**config.mk**
```make
export PLATFORM = sky130hd
export DESIGN_NAME = mpt_ctrl
export DESIGN_NICKNAME = d
export VERILOG_FILES = /design/src/design/mpt_pkg.sv /design/src/design/mpt_ctrl.sv
export SDC_FILE = /design/constraint.sdc
export NUM_CORES = 1
export LEC_CHECK = 0
export BUFFER_PORTS_ARGS = -buffer_cell sky130_fd_sc_hd__buf_4
export CAP_MARGIN = 20
export CORE_AREA = 3 3 40 42
export CTS_CLUSTER_SIZE = 25
export DETAILED_ROUTE_END_ITERATION = 10
export DIE_AREA = 0 0 43 45
export GPL_TIMING_DRIVEN = 0
export PLACE_DENSITY_LB_ADDON = 0.05
export SYNTH_ARGS = -nofsm -noshare
export SYNTH_HDL_FRONTEND = slang
export SYNTH_SLANG_ARGS = --single-unit
```
**constraint.sdc**
```tcl
create_clock -name clk -period 1.2 [get_ports clk]
set_input_delay 0.06 -clock clk [delete_from_list [all_inputs] [get_ports clk]]
set_output_delay 0.06 -clock clk [all_outputs]
set_load 0.1 [all_outputs]
```
**src/design/mpt_pkg.sv**
```systemverilog
// mpt_pkg: types, codes and fixed widths shared by the priority table design
// no dependencies; compiled first

package mpt_pkg;

  localparam int MAC_W   = 48;
  localparam int CNT_W   = 16;
  localparam int TS_W    = 32;
  localparam int PRIO_W  = 49;
  localparam int WGT_W   = 16;
  localparam int ENT_W   = 7;
  localparam int CFG_IDX_W = 1;

  localparam logic [1:0] REQ_ENQ  = 2'd0;
  localparam logic [1:0] REQ_DEQ  = 2'd1;
  localparam logic [1:0] REQ_PEEK = 2'd2;

  localparam logic [1:0] ST_OK    = 2'd0;
  localparam logic [1:0] ST_EMPTY = 2'd1;
  localparam logic [1:0] ST_FULL  = 2'd2;

  localparam logic [CFG_IDX_W-1:0] CFG_COUNT_WEIGHT = 1'b0;
  localparam logic [CFG_IDX_W-1:0] CFG_TIME_WEIGHT  = 1'b1;

  localparam logic [CNT_W-1:0] CNT_MAX = '1;

  typedef struct packed {
    logic [MAC_W-1:0]         mac;
    logic [CNT_W-1:0]         cnt;
    logic [TS_W-1:0]          ts;
    logic signed [PRIO_W-1:0] prio;
  } entry_t;

  localparam int ENTRY_W = $bits(entry_t);

  typedef enum logic [3:0] {
    S_IDLE, S_SRCH, S_MUL1, S_MUL2, S_SUM, S_PEEK, S_MERGE, S_TAIL, S_RESP
  } state_t;

  typedef struct packed {
    logic       accept;
    logic       srch_step;
    logic       mul1;
    logic       mul2;
    logic       sum;
    logic       cap_top;
    logic       merge_start;
    logic       merge_step;
    logic       tail;
    logic       resp;
    logic       set_empty;
    logic       set_full;
  } cmd_t;

  typedef struct packed {
    logic [1:0] req;
    logic       occ_zero;
    logic       full;
    logic       match;
    logic       srch_last;
    logic       merge_last;
  } sts_t;

endpackage

```
**src/design/mpt_ctrl.sv**
```systemverilog
// mpt_ctrl: request sequencer for the priority table
// depends on mpt_pkg; drives commands to mpt_dp

module mpt_ctrl (
  input  logic           clk,
  input  logic           rst_n,
  input  logic           in_valid,
  input  logic [1:0]     in_req,
  output logic           in_ready,
  output logic           out_valid,
  input  logic           out_ready,
  input  mpt_pkg::sts_t  sts,
  output mpt_pkg::cmd_t  cmd
);

  mpt_pkg::state_t state_r, state_nxt;

  always_ff @(posedge clk) begin
    if (!rst_n) begin
      state_r <= mpt_pkg::S_IDLE;
    end else begin
      state_r <= state_nxt;
    end
  end

  always_comb begin
    state_nxt = state_r;
    cmd       = '0;
    in_ready  = 1'b0;
    out_valid = 1'b0;
    unique case (state_r)
      mpt_pkg::S_IDLE: begin
        in_ready = 1'b1;
        if (in_valid) begin
          cmd.accept = 1'b1;
          case (in_req)
            mpt_pkg::REQ_ENQ: state_nxt = mpt_pkg::S_SRCH;
            mpt_pkg::REQ_DEQ, mpt_pkg::REQ_PEEK: begin
              if (sts.occ_zero) begin
                cmd.set_empty = 1'b1;
                state_nxt     = mpt_pkg::S_RESP;
              end else begin
                state_nxt = mpt_pkg::S_PEEK;
              end
            end
            default: state_nxt = mpt_pkg::S_RESP;
          endcase
        end
      end
      mpt_pkg::S_SRCH: begin
        cmd.srch_step = 1'b1;
        if (sts.srch_last) begin
          state_nxt = mpt_pkg::S_MUL1;
        end
      end
      mpt_pkg::S_MUL1: begin
        cmd.mul1  = 1'b1;
        state_nxt = mpt_pkg::S_MUL2;
      end
      mpt_pkg::S_MUL2: begin
        cmd.mul2  = 1'b1;
        state_nxt = mpt_pkg::S_SUM;
      end
      mpt_pkg::S_SUM: begin
        cmd.sum = 1'b1;
        if (!sts.match && sts.full) begin
          cmd.set_full = 1'b1;
          state_nxt    = mpt_pkg::S_RESP;
        end else begin
          cmd.merge_start = 1'b1;
          state_nxt       = mpt_pkg::S_MERGE;
        end
      end
      mpt_pkg::S_PEEK: begin
        cmd.cap_top = 1'b1;
        if (sts.req == mpt_pkg::REQ_DEQ) begin
          cmd.merge_start = 1'b1;
          state_nxt       = mpt_pkg::S_MERGE;
        end else begin
          state_nxt = mpt_pkg::S_RESP;
        end
      end
      mpt_pkg::S_MERGE: begin
        cmd.merge_step = 1'b1;
        if (sts.merge_last) begin
          state_nxt = mpt_pkg::S_TAIL;
        end
      end
      mpt_pkg::S_TAIL: begin
        cmd.tail  = 1'b1;
        state_nxt = mpt_pkg::S_RESP;
      end
      mpt_pkg::S_RESP: begin
        cmd.resp  = 1'b1;
        out_valid = 1'b1;
        if (out_ready) begin
          state_nxt = mpt_pkg::S_IDLE;
        end
      end
      default: state_nxt = mpt_pkg::S_IDLE;
    endcase
  end

endmodule

```
==> results of run 1 <==
logic make-up after synthesis:
group / after synthesis / synth area share, %
AOI/OAI and AO/OA: 10 / 15.93
adders and majority gates: 2 / 5.221
xor gates and xnor gates: 1 / 1.828
DFF: 4 / 16.71
muxes: 1 / 2.089
and+or+nand+nor: 33 / 48.57
buffers and inverters: 10 / 9.662
repair_timing:
action	4_1_cts
resized for setup	54
setup endpoints to repair	18
pin swaps	8
buffers inserted	14
metrics by stage:
stage | hold WS, ps | setup WS (ps) | utilization [%] | instances
global placement | 362.7 | -323.9 | 61.54 | 102
CTS | 115.7 | -409.6 | 89.97 | 119
floorplan | 222.5 | -1433 | - | 61
detailed placement | 355.5 | -330.0 | 61.54 | 102
==> flow_summary.json, run 1 <==
{
  "status": "did not finish",
  "stop_stage": "5_1_grt",
  "first-error": "[ERROR DPL-0038] Utilization greater than 100%, impossible to legalize",
  "numPortBuffers": 26,
  "ys_seq_elements": 4,
  "synthesis.nets": 76,
  "yosysMostFrequentCell": "nor2_1",
  "grt-worst-endpoint": "cmd[0]",
  "dieWidth_um": 43,
  "root_buffer": "clkbuf_4",
  "cts.sinks": 4,
  "synth_area_um2": 479.2,
  "start_util_pct": 37.29,
  "placed_area_um2": 790.8,
  "die_y_um": 45,
  "yosys_warnings": 0,
  "hpwl_um": 1026,
  "synthTopCellsByCount": "nor2_1 (7), inv_1 (5), nor3_1 (5)",
  "cts_inserted_buffers": 3,
  "yosysTopAreaCell": "dfxtp_1",
  "syn_avg_cell_area_um2": 7.856,
  "ios": 27,
  "worstEpCategory": "primary output",
  "clock_path_buffers": 2,
  "grt_max_degree": 11,
  "synthFlopType": "dfxtp_1",
  "yosys.cell_types.count": 32,
  "synthTopCellsByArea": "dfxtp_1 (17%), nor2_1 (5.5%), ha_1 (5.2%)",
  "synthCells": 61,
  "h-tree-depth": 1,
  "synth_top_area_share_pct": 16.71,
  "synth_edf_count": 0,
  "cts_hold_buf": 0,
  "yosysSeqAreaShare_pct": 16.71,
  "rows": 13,
  "finalWeightedCongestion": 0.8474,
  "async_reset_ff_share_pct": 0
}
==> inputs of run 2 (changes only) <==
--- a/config.mk
+++ b/config.mk
@@ -7,12 +7,11 @@
 export LEC_CHECK = 0
 export BUFFER_PORTS_ARGS = -buffer_cell sky130_fd_sc_hd__buf_4
 export CAP_MARGIN = 20
-export CORE_AREA = 3 3 40 42
-export CTS_CLUSTER_SIZE = 25
+export CORE_AREA = 3 3 64 66
 export DETAILED_ROUTE_END_ITERATION = 10
-export DIE_AREA = 0 0 43 45
+export DIE_AREA = 0 0 67 69
 export GPL_TIMING_DRIVEN = 0
-export PLACE_DENSITY_LB_ADDON = 0.05
+export PLACE_DENSITY_LB_ADDON = 0.15
 export SYNTH_ARGS = -nofsm -noshare
 export SYNTH_HDL_FRONTEND = slang
 export SYNTH_SLANG_ARGS = --single-unit
==> constraint.sdc (replaced) <==
create_clock -name clk -period 1.6 [get_ports clk]
set_input_delay 0.08 -clock clk [delete_from_list [all_inputs] [get_ports clk]]
set_output_delay 0.08 -clock clk [all_outputs]
set_load 0.1 [all_outputs]
==> run 2 against run 1 <==
Against the previous run:
- the flow now finishes without violations
- synthesized cell count stayed put
- synthesized area is the same
==> flow_summary.json, run 2 <==
{
  "status": "finished, final reports clean",
  "timing.final.ws_setup_ps": 3.666,
  "grt_use_total_pct": 7.129,
  "regMostFlops": "state_r",
  "cts_tree": "done",
  "synthTopCellsByArea": "dfxtp_1 (17%), nor2_1 (5.5%), ha_1 (5.2%)",
  "die_y_um": 69,
  "yosys.cell_types.count": 32,
  "synth_area_um2": 479.2,
  "arrival_ps": 1520,
  "yosysMostFrequentCell": "nor2_1",
  "vias_per_cell": 3.876,
  "grt_first_pass_wirelength_um": 2497,
  "fillers": 404,
  "maxCapViolations": 0,
  "intPower_mw": 0.4683,
  "start_kind": "flop",
  "reg2reg_to": "state_r[2]$_SDFFE_PN0P_",
  "synthFlopType": "dfxtp_1",
  "clk_pin_slew_ps": 30,
  "grt_pass1_vias": 521,
  "power_density_nw_per_um2": 910.6,
  "wirelength_um": 1588,
  "clock_path_buffers": 2,
  "nets": 114,
  "root_buffer": "clkbuf_8",
  "hold_viol": 0,
  "ys_seq_elements": 4,
  "reg_top3": "state_r (4)",
  "yosysSeqAreaShare_pct": 16.71,
  "clock_latency_ps": 210,
  "ios": 27,
  "min_period_ps": 1596,
  "antenna_found_initial": 0,
  "route.detailed.drc": 0,
  "layout-drive-gt1-share_pct": 61.86,
  "finalInstanceArea_um2": 988.4,
  "post-route-util_pct": 27.20,
  "min_from": "rst_n",
  "fin_setup_tns_ps": 0,
  "drtAntennaViolNets": 0,
  "p_clk_share_pct": 22.7,
  "fmax_mhz": 626.4,
  "rows": 22,
  "grt_max_degree": 11,
  "cts_inserted_buffers": 3,
  "hpwl_um": 1244,
  "switching_share_pct": 47.97,
  "synth_top_area_share_pct": 16.71,
  "mostFrequentLayoutCell": "buf_4",
  "antenna-diode-count": 0,
  "largest_reg_flops": 4,
  "slew_viol_final": 0,
  "worst-path-max-fanout": 4,
  "p_comb_share_pct": 64.2,
  "setup.worst_path.class": "flop to primary output",
  "cts.sinks": 4,
  "dieArea_um2": 4623,
  "yosys_warnings": 0,
  "min_path_cells": 2,
  "power_switching_mw": 0.4318,
  "synthTopCellsByCount": "nor2_1 (7), inv_1 (5), nor3_1 (5)",
  "r2r_slack_ps": 170,
  "grt_setup_unrepaired": "yes",
  "async_reset_ff_share_pct": 0,
  "yosysTopAreaCell": "dfxtp_1",
  "synthesis.nets": 76,
  "core_um2": 3633,
  "r2r-start": "state_r[3]$_SDFFE_PN0P_",
  "whs_endpoint": "state_r[0]$_SDFFE_PN0P_",
  "hp-class": "primary input to flop",
  "start_util_pct": 13.19,
  "peakVddDrop_uv": 331.1,
  "overflow": 0,
  "tightest_slew_ps": 375.6,
  "required_ps": 1520,
  "synth_edf_count": 0,
  "finalNonFillerCells": 145,
  "post-place-ws_ps": 3.999,
  "timing.hold.ws_ps": 165.0,
  "sequentialPowerShare_pct": 13.1,
  "numPortBuffers": 26,
  "placed_area_um2": 829.5,
  "h-tree-depth": 1,
  "place_inst": 135,
  "cp-end-kind": "primary output",
  "setup_viol": 0,
  "dieWidth_um": 67,
  "slew_headroom_pct": 74.91,
  "fin_crit_sh_pct": 99.77,
  "routedWlPerCell_um": 10.95,
  "finalWeightedCongestion": 0.7133,
  "drt_first_pass_iters": 4,
  "layout_common_cells": "buf_4 (27), buf_6 (8), inv_1 (5)",
  "synthCells": 61,
  "rr_worst_depth": 5,
  "fin_skew_ps": 1.441,
  "fin_total_pwr_mw": 0.9001,
  "syn_avg_cell_area_um2": 7.856,
  "areaGrowthSynthToFinish_pct": 106.3,
  "drtIter0Drc": 10,
  "vias": 562,
  "p_leak_nw": 0.4015
}
## run 2: cell counts after synthesis
No cell type changed its count.
## run 2: power by group through the flow
stage               Clock [mW]  Combinational, mW  Sequential, mW
global placement             0              0.516           0.128
floorplan                    0              0.417           0.124
detailed placement           0              0.516           0.128
CTS                      0.213              0.569           0.117
global route             0.223              0.606           0.120
finish                   0.204              0.578           0.118
## run 2: cell families (layout without fill, tap and decap cells)
logic type	after synthesis	after routing	synth area share, %
simple gates	33	33	48.57
compound gates	10	10	15.93
buf+inv	10	46	9.662
flops	4	4	16.71
fa+ha+maj	2	2	5.221
xor+xnor	1	1	1.828
mux	1	1	2.089
## run 2: area by class of cell
type	instances	area, um^2	share of cell area, %
Multi-Input combinational cell	47	442.9	44.81
Timing Repair Buffer	33	295.3	29.87
Sequential cell	4	85.08	8.608
Tap cell	48	60.06	6.076
Buffer	5	45.04	4.557
Clock buffer	3	41.29	4.177
Inverter	5	18.77	1.899
## run 2: what timing repair did
action,in CTS,in global routing
setup endpoints to repair,7,10
resized for setup,12,7
pin swaps,4,3
setup buffers,6,1
hold buffers,0,0
## run 2: worst max path at each step
| stage | start | endpoint | depth (start not counted) |
|---|---|---|---|
| 2_1_floorplan | state_r[0]$_SDFFE_PN0P_ | cmd[1] | 4 |
| 3_5_place_dp | state_r[3]$_SDFFE_PN0P_ | cmd[0] | 3 |
| 6_report | state_r[3]$_SDFFE_PN0P_ | cmd[0] | 3 |
| 5_1_grt | state_r[3]$_SDFFE_PN0P_ | cmd[1] | 5 |
| 3_3_place_gp | state_r[3]$_SDFFE_PN0P_ | cmd[0] | 3 |
| 4_1_cts | state_r[3]$_SDFFE_PN0P_ | cmd[0] | 3 |
## run 2: layer usage
layer | share of wire (%) | vias up | GRT usage [%]
met1 | 42 | 248 | 9.332
met3 | 8.6 | 2 | 2.117
met5 | 0 | - | 0
met2 | 49 | 23 | 10.81
li1 | - | 289 | -
met4 | 0.44 | 0 | 2.703
## run 2: critical path, cell delays in order (launching register included)
cell	delay (ps)
dfxtp_4	340
or3b_4	440
nor4b_4	260
buf_6	260
No activity file was read; power rests on OpenSTA's default activity.
==> inputs of run 3 (changes only) <==
==> constraint.sdc (replaced) <==
create_clock -name clk -period 1.94 [get_ports clk]
set_input_delay 0.097 -clock clk [delete_from_list [all_inputs] [get_ports clk]]
set_output_delay 0.097 -clock clk [all_outputs]
set_load 0.1 [all_outputs]
==> run 3 against run 2 <==
Against the previous run:
- utilization down 4.0 points
- critical path type unchanged
- critical endpoint is now cmd[1]
- worst setup slack better by 170 ps
- global-route usage up 0.26 points
- wire length grew 1.9%
- die area unchanged
- sequential share of layout area grew 1.0 points
- first-iteration DRC count rose to 2.9 times the previous value
- non-clock buffer count shrank 7
==> flow_summary.json, run 3 (synthesis gave the netlist of run 2 again) <==
{
  "grt_pass1_vias": 529,
  "cp-endpoint": "cmd[1]",
  "reg_top3": "state_r (4)",
  "root_buffer": "clkbuf_8",
  "drt_first_pass_iters": 4,
  "clock_path_buffers": 2,
  "wirelength_um": 1618,
  "cts_tree": "done",
  "core_um2": 3633,
  "peakVddDrop_uv": 150.7,
  "rows": 22,
  "routedWlPerCell_um": 11.72,
  "p_leak_nw": 0.3532,
  "fin_skew_ps": 3.182,
  "r2r_slack_ps": 510,
  "place_inst": 135,
  "numPortBuffers": 26,
  "rr_worst_depth": 4,
  "post-place-ws_ps": 379.3,
  "path_delay_family": "simple AND/OR/NAND/NOR gates",
  "clock_latency_ps": 210,
  "cts_setup_buffers": 0,
  "hold_viol": 0,
  "slew_viol_final": 0,
  "finalNonFillerCells": 138,
  "power_density_nw_per_um2": 819.9,
  "clk_pin_slew_ps": 30,
  "hpwl_um": 1347,
  "crit_path_cell_trace": "buf_2 > nor4_4 > and2_4 > and3_4 > buf_4",
  "grt_max_degree": 11,
  "grt_first_pass_wirelength_um": 2559,
  "route.detailed.drc": 0,
  "startpoint": "state_r[2]$_SDFFE_PN0P_",
  "status": "finished, final reports clean",
  "regMostFlops": "state_r",
  "start_util_pct": 13.19,
  "layout-drive-gt1-share_pct": 55.56,
  "fmax_mhz": 567.0,
  "vias": 555,
  "drtAntennaViolNets": 0,
  "arrival_ps": 1670,
  "finalWeightedCongestion": 0.6462,
  "drtIter0Drc": 29,
  "antenna-diode-count": 0,
  "crit_cells": 5,
  "nets": 107,
  "fin_crit_sh_pct": 90.91,
  "required_ps": 1840,
  "r2r-start": "state_r[1]$_SDFFE_PN0P_",
  "maxCapViolations": 0,
  "layout_common_cells": "buf_4 (27), inv_1 (5), nand2b_1 (4), nor2_2 (4)",
  "min_period_ps": 1764,
  "tightest_slew_ps": 365.9,
  "mostFrequentLayoutCell": "buf_4",
  "setup.worst_path.class": "flop to primary output",
  "vias_per_cell": 4.022,
  "path_buf_inv": 2,
  "hp-class": "primary input to flop",
  "ios": 27,
  "start_kind": "flop",
  "setup_viol": 0,
  "dieArea_um2": 4623,
  "antenna_found_initial": 0,
  "cts_inserted_buffers": 3,
  "grt_setup_unrepaired": "no",
  "cts_hold_buf": 0,
  "fin_setup_tns_ps": 0,
  "cpMaxStageDelayCell": "nor4_4",
  "worst-path-max-fanout": 10,
  "fillers": 407,
  "overflow": 0,
  "cp-end-kind": "primary output",
  "cts.sinks": 4,
  "timing.final.ws_setup_ps": 176.4,
  "areaGrowthSynthToFinish_pct": 76.24,
  "h-tree-depth": 1,
  "dieWidth_um": 67,
  "cts_resized": 0,
  "largest_reg_flops": 4,
  "slew_headroom_pct": 75.56,
  "grt_use_total_pct": 7.389,
  "max_stage_delay_ps": 320,
  "die_y_um": 69,
  "reg2reg_to": "state_r[0]$_SDFFE_PN0P_"
}
## run 3: changes by cell type in the layout (fill, tap and decap cells not counted), sizes merged
cell / before / now
buf: 37 / 31
clkbuf: 4 / 3
## run 3: metrics by stage
stage	area (um^2)	hold WS [ps]	util, %	total power, mW
floorplan	548.0	259.5	-	0.4372
global placement	803.3	401.6	22.11	0.5250
detailed placement	803.3	386.5	22.11	0.5273
CTS	844.6	162.2	23.24	0.7047
global route	844.6	175.5	23.24	0.7285
finish	844.6	164.2	23.24	0.6924
## run 3: worst register-to-register path, cell delays in order, from the launching register on
cell and delay, ps:
dfxtp_1 310, buf_2 280, nor4bb_1 390, a211oi_1 120
a32o_1 220
## run 3: worst min path at each step
stage / start / to / depth (start not counted) / slack [ps]
final: rst_n / state_r[0]$_SDFFE_PN0P_ / 2 / 160
after global routing: rst_n / state_r[0]$_SDFFE_PN0P_ / 2 / 180
after CTS: rst_n / state_r[0]$_SDFFE_PN0P_ / 2 / 160
after detailed placement: rst_n / state_r[0]$_SDFFE_PN0P_ / 2 / 390
after global placement: rst_n / state_r[0]$_SDFFE_PN0P_ / 2 / 400
after floorplan: rst_n / state_r[0]$_SDFFE_PN0P_ / 1 / 260
## run 3: power by group
group	leakage, nW	internal (mW)	total, mW	switching (mW)
logic	0.299	0.123	0.417	0.293
clock network	0.0216	0.132	0.172	0.0397
registers	0.0330	0.0920	0.104	0.0121
## run 3: layout make-up
class | count | area [um^2] | area share (%)
inverters | 5 | 18.77 | 2.222
well taps | 48 | 60.06 | 7.111
flip-flops and latches | 4 | 81.33 | 9.630
clock buffers | 3 | 41.29 | 4.889
multi-input cells | 47 | 414.1 | 49.04
plain buffers | 5 | 33.78 | 4.000
repair buffers | 26 | 195.2 | 23.11
## run 3: per-layer routing
layer | share of wire (%) | track usage (%)
met1 | 44 | 9.037
met2 | 49 | 12.12
met3 | 6.0 | 0.9772
met4 | 1.1 | 4.054
met5 | 0 | 0
